<file path="src/rtl/sle_pkg.sv">
package sle_pkg;

    // Result kinds
    localparam logic [1:0] KIND_DATA  = 2'd0;
    localparam logic [1:0] KIND_QUOTE = 2'd1;
    localparam logic [1:0] KIND_EOI   = 2'd2;
    localparam logic [1:0] KIND_BAD   = 2'd3;

    localparam logic [7:0] CHAR_BSLASH = 8'h5C;
    localparam logic [7:0] CHAR_X      = 8'h78;
    localparam logic [7:0] CHAR_NUL    = 8'h00;
    localparam logic [7:0] CASE_BIT    = 8'h20;

    // Default output queue address width (depth 4)
    localparam int QUEUE_AW_DEF = 2;

    typedef enum logic [4:0] {
        MODE_IDLE = 5'b00001,
        MODE_BODY = 5'b00010,
        MODE_ESC  = 5'b00100,
        MODE_HEX1 = 5'b01000,
        MODE_HEX2 = 5'b10000
    } mode_t;

    typedef struct packed {
        logic [7:0] in_byte;
        logic       at_end;
        logic       begin_req;
        logic [7:0] delimiter;
    } src_item_t;

    typedef struct packed {
        logic [7:0] out_byte;
        logic [1:0] end_kind;
        logic       last;
    } res_item_t;

    // Decoder to queue: up to two results per input item
    typedef struct packed {
        logic [1:0] count;
        res_item_t  res0;
        res_item_t  res1;
    } dec_push_t;

    // Queue status back to the top level
    typedef struct packed {
        logic room;
        logic empty;
    } q_status_t;

endpackage

</file>
<file path="src/rtl/sle_decode.sv">
module sle_decode
    import sle_pkg::*;
(
    input  logic      clk,
    input  logic      rst_n,
    input  logic      fire,
    input  src_item_t item,
    output dec_push_t push
);

    mode_t      mode_reg, mode_next;
    logic [3:0] hex_high_reg, hex_high_next;
    logic [7:0] quote_reg, quote_next;

    // Returns 0..15, or bit 4 set when not a hex digit
    function automatic logic [4:0] hex_value(input logic [7:0] b);
        logic [7:0] u;
        u = b & ~CASE_BIT;
        if (b >= 8'h30 && b <= 8'h39)
            return {1'b0, 4'(b - 8'h30)};
        else if (u >= 8'h41 && u <= 8'h46)
            return {1'b0, 4'(u - 8'h41 + 8'd10)};
        else
            return 5'h10;
    endfunction

    function automatic logic [7:0] esc_map(input logic [7:0] b);
        unique case (b)
            8'h61:   return 8'h07;
            8'h62:   return 8'h08;
            8'h66:   return 8'h0C;
            8'h6E:   return 8'h0A;
            8'h72:   return 8'h0D;
            8'h74:   return 8'h09;
            8'h76:   return 8'h0B;
            default: return b;
        endcase
    endfunction

    mode_t      cur_mode;
    logic [7:0] quote_eff;
    logic [7:0] b;
    logic [4:0] hv;
    logic [7:0] v;

    always_comb
    begin
        b             = item.in_byte;
        cur_mode      = item.begin_req ? MODE_BODY : mode_reg;
        quote_eff     = item.begin_req ? item.delimiter : quote_reg;
        quote_next    = quote_eff;
        mode_next     = cur_mode;
        hex_high_next = hex_high_reg;
        hv            = hex_value(b);
        v             = {hex_high_reg, 4'h0};
        push.count    = 2'd0;
        push.res0     = '{out_byte: b, end_kind: KIND_DATA, last: 1'b0};
        push.res1     = '{out_byte: quote_eff, end_kind: KIND_EOI, last: 1'b1};

        unique case (cur_mode)
            MODE_BODY:
            begin
                if (item.at_end || b == quote_eff || b != CHAR_BSLASH)
                    push.count = 2'd1;
                if (item.at_end)
                begin
                    push.res0 = '{out_byte: quote_eff, end_kind: KIND_EOI, last: 1'b1};
                    mode_next = MODE_IDLE;
                end
                else if (b == quote_eff)
                begin
                    push.res0 = '{out_byte: quote_eff, end_kind: KIND_QUOTE, last: 1'b1};
                    mode_next = MODE_IDLE;
                end
                else if (b == CHAR_BSLASH)
                    mode_next = MODE_ESC;
            end
            MODE_ESC:
            begin
                if (item.at_end)
                begin
                    push.count = 2'd1;
                    push.res0  = '{out_byte: quote_eff, end_kind: KIND_EOI, last: 1'b1};
                    mode_next  = MODE_IDLE;
                end
                else if (b == CHAR_NUL)
                begin
                    push.count = 2'd1;
                    push.res0  = '{out_byte: quote_eff, end_kind: KIND_BAD, last: 1'b1};
                    mode_next  = MODE_IDLE;
                end
                else if (b == CHAR_X)
                    mode_next = MODE_HEX1;
                else
                begin
                    push.count = 2'd1;
                    push.res0  = '{out_byte: esc_map(b), end_kind: KIND_DATA, last: 1'b0};
                    mode_next  = MODE_BODY;
                end
            end
            MODE_HEX1:
            begin
                if (item.at_end || hv[4])
                begin
                    push.count = 2'd1;
                    push.res0  = '{out_byte: quote_eff,
                                   end_kind: item.at_end ? KIND_EOI : KIND_BAD,
                                   last: 1'b1};
                    mode_next  = MODE_IDLE;
                end
                else
                begin
                    hex_high_next = hv[3:0];
                    mode_next     = MODE_HEX2;
                end
            end
            MODE_HEX2:
            begin
                mode_next = MODE_IDLE;
                if (item.at_end)
                begin
                    if (v != 8'h00)
                    begin
                        // digit emitted as data, then the ending
                        push.count = 2'd2;
                        push.res0  = '{out_byte: v, end_kind: KIND_DATA, last: 1'b0};
                    end
                    else
                    begin
                        push.count = 2'd1;
                        push.res0  = '{out_byte: quote_eff, end_kind: KIND_EOI, last: 1'b1};
                    end
                end
                else
                begin
                    if (!hv[4])
                        v = v | {4'h0, hv[3:0]};
                    push.count = 2'd1;
                    if (v == 8'h00)
                        push.res0 = '{out_byte: quote_eff, end_kind: KIND_BAD, last: 1'b1};
                    else
                    begin
                        push.res0 = '{out_byte: v, end_kind: KIND_DATA, last: 1'b0};
                        mode_next = MODE_BODY;
                    end
                end
            end
            default:
                mode_next = MODE_IDLE;
        endcase

        if (!fire)
            push.count = 2'd0;
    end

    always_ff @(posedge clk or negedge rst_n)
    begin
        if (!rst_n)
        begin
            mode_reg     <= MODE_IDLE;
            hex_high_reg <= 4'h0;
            quote_reg    <= 8'h00;
        end
        else if (fire)
        begin
            mode_reg     <= mode_next;
            hex_high_reg <= hex_high_next;
            quote_reg    <= quote_next;
        end
    end

endmodule

</file>
<file path="src/rtl/sle_out_queue.sv">
module sle_out_queue
    import sle_pkg::*;
#(
    parameter int AW = QUEUE_AW_DEF
)
(
    input  logic      clk,
    input  logic      rst_n,
    input  dec_push_t push,
    output q_status_t status,
    output logic      res_valid,
    input  logic      res_stall,
    output res_item_t res_item
);

    localparam int DEPTH = 1 << AW;
    localparam int CW    = AW + 1;

    res_item_t         entry_reg [DEPTH];
    logic [AW-1:0]     wr_ptr_reg, rd_ptr_reg;
    logic [CW-1:0]     count_reg, count_next;
    logic              pop;
    logic [AW-1:0]     wr_ptr_1;

    assign pop          = res_valid && !res_stall;
    assign res_valid    = (count_reg != '0);
    assign res_item     = entry_reg[rd_ptr_reg];
    assign wr_ptr_1     = wr_ptr_reg + AW'(1);
    assign status.room  = (count_reg <= CW'(DEPTH - 2));
    assign status.empty = (count_reg == '0);
    assign count_next   = count_reg + CW'(push.count) - CW'(pop);

    always_ff @(posedge clk)
    begin
        if (push.count != 2'd0)
            entry_reg[wr_ptr_reg] <= push.res0;
        if (push.count == 2'd2)
            entry_reg[wr_ptr_1] <= push.res1;
    end

    always_ff @(posedge clk or negedge rst_n)
    begin
        if (!rst_n)
        begin
            wr_ptr_reg <= '0;
            rd_ptr_reg <= '0;
            count_reg  <= '0;
        end
        else
        begin
            wr_ptr_reg <= wr_ptr_reg + AW'(push.count);
            if (pop)
                rd_ptr_reg <= rd_ptr_reg + AW'(1);
            count_reg <= count_next;
        end
    end

`ifndef SYNTHESIS
    a_no_overflow: assert property (@(posedge clk) disable iff (!rst_n)
        push.count != 2'd0 |-> count_reg + CW'(push.count) <= CW'(DEPTH))
        else $error("output queue overflow");
    a_count_track: assert property (@(posedge clk) disable iff (!rst_n)
        1'b1 |=> count_reg == $past(count_next))
        else $error("queue count out of step");
    a_pop_empty: assert property (@(posedge clk) disable iff (!rst_n)
        status.empty && push.count == 2'd0 |=> !res_valid)
        else $error("result shown from empty queue");
`endif

endmodule

</file>
<file path="src/rtl/string_literal_unescape_unit.sv">
// Channel  Dir  Payload      Handshake             Accepted when
// byte     in   src_item_t   byte_valid/byte_stall byte_valid && !byte_stall
// res      out  res_item_t   res_valid/res_stall   res_valid && !res_stall
//
// One source item per cycle while byte_stall is low; each gives zero, one or two result items.
// Path: the item is held in the input register, then decoded into the
// output queue, from which its results are offered on the res channel.
// Reset (rst_n low, async) clears the decode state, the input register
// valid and the queue pointers; no string is open after reset.
// byte_stall rises while a held item waits for queue room; the queue
// (four entries by default) absorbs short res_stall bursts before they
// reach the input.
module string_literal_unescape_unit
    import sle_pkg::*;
#(
    parameter int QUEUE_AW = QUEUE_AW_DEF
)
(
    input  logic      clk,
    input  logic      rst_n,
    input  logic      byte_valid,
    output logic      byte_stall,
    input  src_item_t byte_item,
    output logic      res_valid,
    input  logic      res_stall,
    output res_item_t res_item
);

    // Input register
    logic      in_valid_reg, in_valid_next;
    src_item_t in_item_reg;

    logic      accept;
    logic      fire;      // held item decoded this cycle
    dec_push_t push;
    q_status_t q_status;

    // Decode only when the queue can take two results
    assign fire          = in_valid_reg && q_status.room;
    assign byte_stall    = in_valid_reg && !q_status.room;
    assign accept        = byte_valid && !byte_stall;
    assign in_valid_next = accept || (in_valid_reg && !fire);

    always_ff @(posedge clk or negedge rst_n)
    begin
        if (!rst_n)
            in_valid_reg <= 1'b0;
        else
            in_valid_reg <= in_valid_next;
    end

    always_ff @(posedge clk)
    begin
        if (accept)
            in_item_reg <= byte_item;
    end

    // Escape decoder with mode, hex digit and quote registers
    sle_decode u_decode (
        .clk   (clk),
        .rst_n (rst_n),
        .fire  (fire),
        .item  (in_item_reg),
        .push  (push)
    );

    // Result queue, doubles as the output register
    sle_out_queue #(
        .AW (QUEUE_AW)
    ) u_queue (
        .clk       (clk),
        .rst_n     (rst_n),
        .push      (push),
        .status    (q_status),
        .res_valid (res_valid),
        .res_stall (res_stall),
        .res_item  (res_item)
    );

`ifndef SYNTHESIS
    a_pair_order: assert property (@(posedge clk) disable iff (!rst_n)
        push.count == 2'd2 |-> push.res1.last && !push.res0.last)
        else $error("two-result item out of order");
    a_last_kind: assert property (@(posedge clk) disable iff (!rst_n)
        push.count != 2'd0 |-> push.res0.last == (push.res0.end_kind != KIND_DATA))
        else $error("last flag disagrees with kind");
    a_held_item: assert property (@(posedge clk) disable iff (!rst_n)
        in_valid_reg && !fire |=> in_valid_reg && $stable(in_item_reg))
        else $error("held item lost");
`endif

endmodule

</file>
<file path="config.mk">
export PLATFORM = sky130hd
export DESIGN_NAME = string_literal_unescape_unit
export DESIGN_NICKNAME = d
export VERILOG_FILES = /design/src/rtl/sle_pkg.sv /design/src/rtl/sle_decode.sv /design/src/rtl/sle_out_queue.sv /design/src/rtl/string_literal_unescape_unit.sv
export SDC_FILE = /design/constraint.sdc
export NUM_CORES = 1
export LEC_CHECK = 0
export BUFFER_PORTS_ARGS = -buffer_cell sky130_fd_sc_hd__buf_2
export CAP_MARGIN = 10
export CORE_ASPECT_RATIO = 1.1
export CORE_MARGIN = 5
export CORE_UTILIZATION = 49
export DETAILED_ROUTE_END_ITERATION = 7
export GPL_TIMING_DRIVEN = 0
export PLACE_DENSITY_LB_ADDON = 0.08
export SYNTH_ARGS = -nofsm -noshare
export SYNTH_HDL_FRONTEND = slang
export SYNTH_SLANG_ARGS = --single-unit
</file>
<file path="constraint.sdc">
create_clock -name clk -period 3.7 [get_ports clk]
set_input_delay 1.11 -clock clk [delete_from_list [all_inputs] [get_ports clk]]
set_output_delay 1.11 -clock clk [all_outputs]
set_load 0.1 [all_outputs]
</file>
==> summary.txt, run 1 <==
Run status
  – Status: completed

Final layout
  – Filler cell count: 871
  – Final Util: 0.569
  – Syn-to-layout area delta: 13.5%
  – # nets final: 527
  – Ant. Diodes: 0
  – Layout Cells excl Fill: 621
  – Area of the multi-input gates: 2460 µm²
  – Max reg flops: 44
  – Proportion of layout cells with a drive suffix above 1: 0.232
  – Seq. cell area: 2370 µm²

Flow run
  – Max-cap violations: 0

Synth
  – Top cells by count, synth: edfxtp_1 (50), nand2_1 (32), o22ai_1 (32)
  – Sequential fraction of the synthesis area: 0.478
  – Yosys warns: 0
  – Leading area contributor after synthesis: edfxtp_1
  – Netlist cell types: 75
  – Commonest register cell after synthesis: edfxtp_1
  – Post-Synth Simple-Gate Area: 0.140
  – Mean post-synth cell area: 11.2 µm²
  – Post-synth ARST share: 0.287
  – Area share of fa/ha/maj cells after synthesis: 0.0242
  – EDFF count, synth: 50
  – Most numerous cell in the Yosys netlist: edfxtp_1
  – Post-synthesis mux area share: 0.0839
  – Synth Area in XOR/XNOR: 0.0265
  – Largest family of logic cells by synthesized area: compound AO/OA/AOI/OAI gates
  – Cells after synthesis: 441
  – Compound-cell area share of the yosys netlist: 0.210
  – Synth Net Count: 472
  – Top cell type's share of synthesized area: 0.303
  – Synthesized area: 4950 µm²
  – Yosys reg bits: 87
  – Synth top area cells: edfxtp_1 (30%), dfrtp_1 (12%), mux4_2 (5.0%)

Floorplanning
  – Die span in x: 106 µm
  – Initial core utilization: 0.501
  – CORE AREA: 9890 µm²
  – I/O Pins: 35
  – Row count: 38
  – Die height: 115 µm
  – Die area: 12200 µm²

Critical path
  – CP Launch Type: flip-flop
  – CP startpoint: in_item_reg[10]
  – Worst setup path class: flip-flop to flip-flop
  – Critical path required time: 3.94 ns
  – Reg-to-reg critical path endpoint: u_queue.count_reg[2]
  – Flop2flop setup slack: 0.19 ns
  – Crit-path cells: inv_1 > ha_4 > or3b_1 > o211a_1 > a211o_1 > nand3_1 > o21a_1 > inv_1 > ha_1 > inv_1 > ha_1 > inv_1 > fa_1 > xor2_2 > xnor2_1
  – Crit path max fanout: 6
  – Setup crit end kind: flip-flop
  – Crit-path max cell delay: 0.41 ns
  – Worst EP arrival: 3.75 ns
  – Worst R2R Start: in_item_reg[10]
  – Reg2reg path depth: 15
  – CP Capture Point: u_queue.count_reg[2]
  – Cell repeated most along the worst path: inv_1
  – Slowest cell on the critical path: or3b_1

Routing
  – WL final: 11700 µm
  – Post-route ant nets: 0
  – Vias per inst: 6.20
  – Router iterations before antenna repair: 5
  – Vias: 3848
  – 1st-iter DRT viols: 307
  – Avg WL per Cell: 18.9 µm
  – Detailed-route DRC error count: 0

Power
  – Gate power share: 0.504
  – Power, Total: 4.31 mW
  – Seq pwr share: 0.327
  – P_int: 2.31 mW
  – Sw Ratio: 0.463
  – VDD IR max: 0.000387 V
  – Leak: 2.04 nW
  – PwrDens: 766 nW/µm²
  – NetSw: 1.99 mW
  – Clock share of power: 0.169

Clock tree
  – H-tree levels: 3
  – TritonCTS clock tree: yes
  – Clock Latency Late Sink: 0.36 ns
  – Hold buffer count at cts: 0
  – Clock buffer depth: 2
  – Num CTS Buffers: 9
  – Clock Sinks: 87
  – Worst-path clk slew: 0.09 ns
  – CTS Root Cell: clkbuf_8

STA
  – Setup WS post-layout: 0.190 ns
  – Final hold viol count: 0
  – Max frequency: 285 MHz
  – Final setup vio count: 0
  – RSZ-0062 raised after global routing: no
  – Slew headroom: 0.186
  – Post-layout min period: 3.51 ns
  – Setup TNS: 0 ns
  – Worst Clk Skew: 0.0102 ns
  – Slew Limit Fails: 0
  – Least-Margin Pin Slew: 1.21 ns
  – Tcrit/Tclk final: 0.949

Global route
  – Total GRT Usage: 0.200
  – Met3 usage: 0.0334
  – Grt ovf: 0
  – Largest net degree at the start of global routing: 26
  – Met1 Use GR: 0.251
  – Initial antenna violation count: 0
  – Busiest grt layer: met2
  – Number of global-route vias before repair: 3766
  – First-pass GRT wire length: 19100 µm
  – Met2 usage: 0.341

Placed design
  – DP Cell Count: 595
  – Setup WS pre-CTS: -0.0169 ns
  – Placed wire-length estimate: 9010 µm
  – GPL Wtd Cong: 0.970
  – Port Buf Inserts: 34

Hold path
  – Worst min-delay path class: flip-flop to flip-flop
final cells by class:
class | count | share of cell area
clock inverters | 6 | 0.0149
repair buffers | 44 | 0.0436
well taps | 120 | 0.0267
flip-flops and latches | 87 | 0.421
clock buffers | 10 | 0.0227
multi-input cells | 314 | 0.437
plain buffers | 22 | 0.0222
inverters | 18 | 0.0120
cells in the final DEF (no fill, tap or decap), types with 9 or more instances in the layout:
cell,Yosys,final
edfxtp_1,50,50
buf_2,9,43
nand2_1,32,32
o22ai_1,32,32
o21ai_0,26,26
nor2_1,24,24
dfrtp_1,24,24
inv_1,18,18
a21oi_1,14,14
nand3_1,13,13
buf_4,2,12
dfxtp_1,12,12
mux4_2,11,11
a31oi_1,10,10
nor2b_1,9,9
clkbuf_8,0,9
worst min-delay path by stage:
stage                     cells after the start  slack, ns                      end               startpoint
final                                         2       0.47  u_queue.entry_reg[3][1]  u_queue.entry_reg[3][1]
after global routing                          2       0.49  u_queue.entry_reg[0][1]  u_queue.entry_reg[0][1]
after CTS                                     2       0.47  u_queue.entry_reg[0][1]  u_queue.entry_reg[0][1]
after detailed placement                      2       0.46  u_queue.entry_reg[0][1]  u_queue.entry_reg[0][1]
after global placement                        2       0.45  u_queue.entry_reg[1][1]  u_queue.entry_reg[1][1]
after floorplan                               2       0.44  u_queue.entry_reg[2][1]  u_queue.entry_reg[2][1]
power groups by stage:
stage,sequential [mW],combinational [mW],clock (mW)
final,1.41,2.17,0.727
after global routing,1.44,2.32,0.786
after CTS,1.40,2.09,0.739
after detailed placement,1.43,2.07,0
after global placement,1.42,2.04,0
after floorplan,1.39,1.71,0
through the flow:
step	hold slack, ns	cell area, µm²
after global routing	0.487	5620
final	0.470	5620
after detailed placement	0.458	5270
after CTS	0.470	5500
after global placement	0.449	5270
after floorplan	0.438	4950
critical path: cells and delay by family (launching register included):
| kind | cells | cell delay [ns] |
|---|---|---|
| xor+xnor | 2 | 0.30 |
| fa+ha+maj | 4 | 1.00 |
| simple gates | 2 | 0.53 |
| compound gates | 3 | 0.81 |
| buf+inv | 4 | 0.36 |
| flops | 1 | 0.40 |
layer usage:
metal | wire (µm) | up-vias
met4 | 390 | 0
li1 | - | 1836
met5 | 0 | -
met2 | 5740 | 143
met1 | 4960 | 1841
met3 | 623 | 28
logic make-up (layout without fill, tap and decap cells):
group	Yosys count	count (layout)
AO/OA/AOI/OAI	142	142
AND/OR/NAND/NOR	127	127
flip-flops	87	87
adder cells (fa/ha/maj)	9	9
buffers and inverters	40	100
multiplexers	21	21
XOR/XNOR	15	15
timing repair:
action | CTS | global route
resized for setup | 0 | 9
endpoints found under the setup margin | 1 | 28
setup buffers | 2 | 8
pin swaps | 0 | 1
(Power assumes the default switching activity.)
==> inputs of run 2 (changes only) <==
Settings changed: SYNTH_HIERARCHICAL set to 1.
==> run 2 against run 1 <==
  * Setup slack got worse by 0.084 ns
  * Wire length increased by 3.4%
  * Hold slack improved by 0.067 ns
  * Via count decreased by 7.9%
  * Die area increased by 4.0%
  * Fmax decreased by 2.3%
  * Utilization increased by 1.6 points
  * Critical path depth decreased by 6
  * Design area increased by 7.6%
  * Clock skew decreased by 0.0021 ns
  * Area after synthesis increased by 4.3%
  * First-iteration DRC count decreased by 36%
  * Highest routed layer unchanged
==> summary.txt, run 2 <==
Flow run
  – Max-cap violations: 0

STA
  – Slew headroom: 0.356
  – Max frequency: 278 MHz
  – Tcrit/Tclk final: 0.971
  – Final hold viol count: 0
  – RSZ-0062 raised after global routing: no
  – Final setup vio count: 0
  – Least-Margin Pin Slew: 0.958 ns
  – Slew Limit Fails: 0
  – Setup WS post-layout: 0.106 ns
  – Worst Clk Skew: 0.00809 ns
  – Post-layout min period: 3.59 ns

Critical path
  – Crit-path max cell delay: 0.72 ns
  – CP bufs+invs: 3
  – Worst EP arrival: 3.69 ns
  – Crit path max fanout: 10
  – Crit path max-delay family: simple AND/OR/NAND/NOR gates
  – Worst R2R Start: in_item_reg[14]
  – Setup crit end kind: flip-flop
  – CP startpoint: in_item_reg[14]
  – Reg2reg path depth: 9
  – Flop2flop setup slack: 0.11 ns
  – Critical path required time: 3.79 ns
  – Worst setup path class: flip-flop to flip-flop
  – Slowest cell on the critical path: or4b_2
  – Reg-to-reg critical path endpoint: u_queue/entry_reg[2][4]
  – CP Launch Type: flip-flop
  – Crit-path cells: clkbuf_1 > nand3b_1 > or4b_2 > nor4b_2 > nor3_4 > buf_6 > nor4bb_4 > buf_6 > mux2_2
  – Cell repeated most along the worst path: buf_6

Final layout
  – Final instance area: 6050 µm²
  – Layout Cells excl Fill: 616
  – # nets final: 499
  – Most frequent cells in the layout: edfxtp_1 (62), buf_2 (39), mux2_2 (38)
  – Commonest non-fill, non-tap cell in the layout: edfxtp_1
  – Ant. Diodes: 0
  – Proportion of layout cells with a drive suffix above 1: 0.385
  – Syn-to-layout area delta: 17.1%
  – Max reg flops: 44

Clock tree
  – Num CTS Buffers: 9
  – Clock Sinks: 87
  – Hold buffer count at cts: 0
  – Clock buffer depth: 2
  – Clock Latency Late Sink: 0.34 ns
  – Worst-path clk slew: 0.07 ns
  – TritonCTS clock tree: yes
  – H-tree levels: 3
  – CTS Root Cell: clkbuf_16

Hold path
  – Worst min-delay path class: flip-flop to flip-flop
  – Hold EP: in_valid_reg
  – Hold path depth: 2
  – Hold_sp: in_valid_reg

Power
  – Leak: 2.27 nW
  – Power, Total: 4.80 mW
  – VDD IR max: 0.000445 V
  – PwrDens: 794 nW/µm²

Placed design
  – Setup WS pre-CTS: -0.959 ns
  – Placed wire-length estimate: 8890 µm
  – DP Area: 5540 µm²
  – Port Buf Inserts: 34
  – DP Cell Count: 589
  – GPL Wtd Cong: 0.912

Synth
  – Synthesized area: 5170 µm²
  – Sequential fraction of the synthesis area: 0.481
  – Leading area contributor after synthesis: edfxtp_1
  – Synth top area cells: edfxtp_1 (36%), dfrtp_1 (12%), mux2_2 (8.3%)
  – Yosys warns: 6
  – Top cells by count, synth: edfxtp_1 (62), mux2_2 (38), inv_1 (25)
  – Top cell type's share of synthesized area: 0.360
  – Netlist cell types: 80
  – Post-synth ARST share: 0.287
  – Commonest register cell after synthesis: edfxtp_1
  – Yosys reg bits: 87
  – Most numerous cell in the Yosys netlist: edfxtp_1
  – EDFF count, synth: 62
  – Cells after synthesis: 410
  – Mean post-synth cell area: 12.6 µm²

Routing
  – Detailed-route DRC error count: 0
  – Post-route ant nets: 0
  – WL final: 12100 µm
  – 1st-iter DRT viols: 196
  – Router iterations before antenna repair: 5
  – Avg WL per Cell: 19.7 µm
  – Vias per inst: 5.75
  – Vias: 3544

Floorplanning
  – I/O Pins: 35
  – Initial core utilization: 0.500
  – CORE AREA: 10300 µm²
  – Row count: 39
  – Die height: 118 µm
  – Die span in x: 108 µm
  – Die area: 12700 µm²

Global route
  – Total GRT Usage: 0.199
  – Grt ovf: 0
  – Initial antenna violation count: 0
  – Number of global-route vias before repair: 3545
  – First-pass GRT wire length: 19300 µm
  – Largest net degree at the start of global routing: 26

Run status
  – Status: completed
## run 2: cell types whose count changed after synthesis, moves of 7 or more
cell,previous run,this run
mux2_2,2,38
o22ai_1,32,2
nand2_1,32,12
o21ai_0,26,13
dfxtp_1,12,0
edfxtp_1,50,62
mux2_4,0,10
a31oi_1,10,2
inv_1,18,25
mux2i_1,0,7
nand3_1,13,6
o21ai_1,8,1
## run 2: kinds of logic (layout without fill, tap and decap cells)
kind of cell / after synthesis / count (layout) / synth area share
XOR/XNOR: 13 / 13 / 0.0220
AND/OR/NAND/NOR: 108 / 108 / 0.142
multiplexers: 69 / 69 / 0.181
buffers and inverters: 52 / 114 / 0.0501
adder cells (fa/ha/maj): 9 / 9 / 0.0232
AO/OA/AOI/OAI: 70 / 70 / 0.0988
other: 2 / 3 / 0.00145
flip-flops: 87 / 87 / 0.481
## run 2: routing by layer
metal	vias up	track usage	share of wire
li1	1681	-	-
met1	1745	0.253	0.42
met2	100	0.336	0.51
met3	18	0.0313	0.043
met4	0	0.0781	0.021
met5	-	0	0
## run 2: worst register-to-register path, stage by stage (launching register included)
cell and delay, ns:
edfxtp_1 0.43, clkbuf_1 0.38, nand3b_1 0.16, or4b_2 0.72, nor4b_2 0.44, nor3_4 0.12
buf_6 0.15, nor4bb_4 0.37, buf_6 0.22, mux2_2 0.36
## run 2: repair_timing
action                     CTS  global route
gates cloned                 0             0
pin swaps                    2             5
buffers inserted             9             3
setup endpoints to repair   90            66
gates resized for setup     10            15
## run 2: metrics by stage
step	TNS, ns	utilization	hold WS (ns)
after CTS	0	0.577	0.540
after detailed placement	-47.59	0.536	0.528
final	0	0.585	0.537
after global routing	0	0.585	0.573
after floorplan	0	-	0.488
after global placement	-45.04	0.534	0.513
## run 2: how the worst max path moves through the flow
stage | slack [ns] | end | cells after the start
floorplan | 0.05 | u_queue/entry_reg[0][0] | 9
global placement | -0.89 | u_queue/entry_reg[0][9] | 12
detailed placement | -0.96 | u_queue/entry_reg[3][9] | 11
CTS | 0.01 | u_queue/entry_reg[2][4] | 11
global route | 0.001 | u_queue/count_reg[2] | 15
finish | 0.11 | u_queue/entry_reg[2][4] | 9
## run 2: layout make-up
type                       instances  area (µm²)
inverter                          26        97.6
multi-input combinational        272        2540
fill                             880        4290
clock inverter                     7        78.8
clock buffer                       9         225
timing repair buffer              47         284
sequential                        87        2490
tap                              143         179
buffer                            25         161
## run 2: power by group
group	switching, mW	total [mW]	internal (mW)
registers	0.154	1.49	1.33
clock network	0.402	0.934	0.532
logic	1.55	2.38	0.839
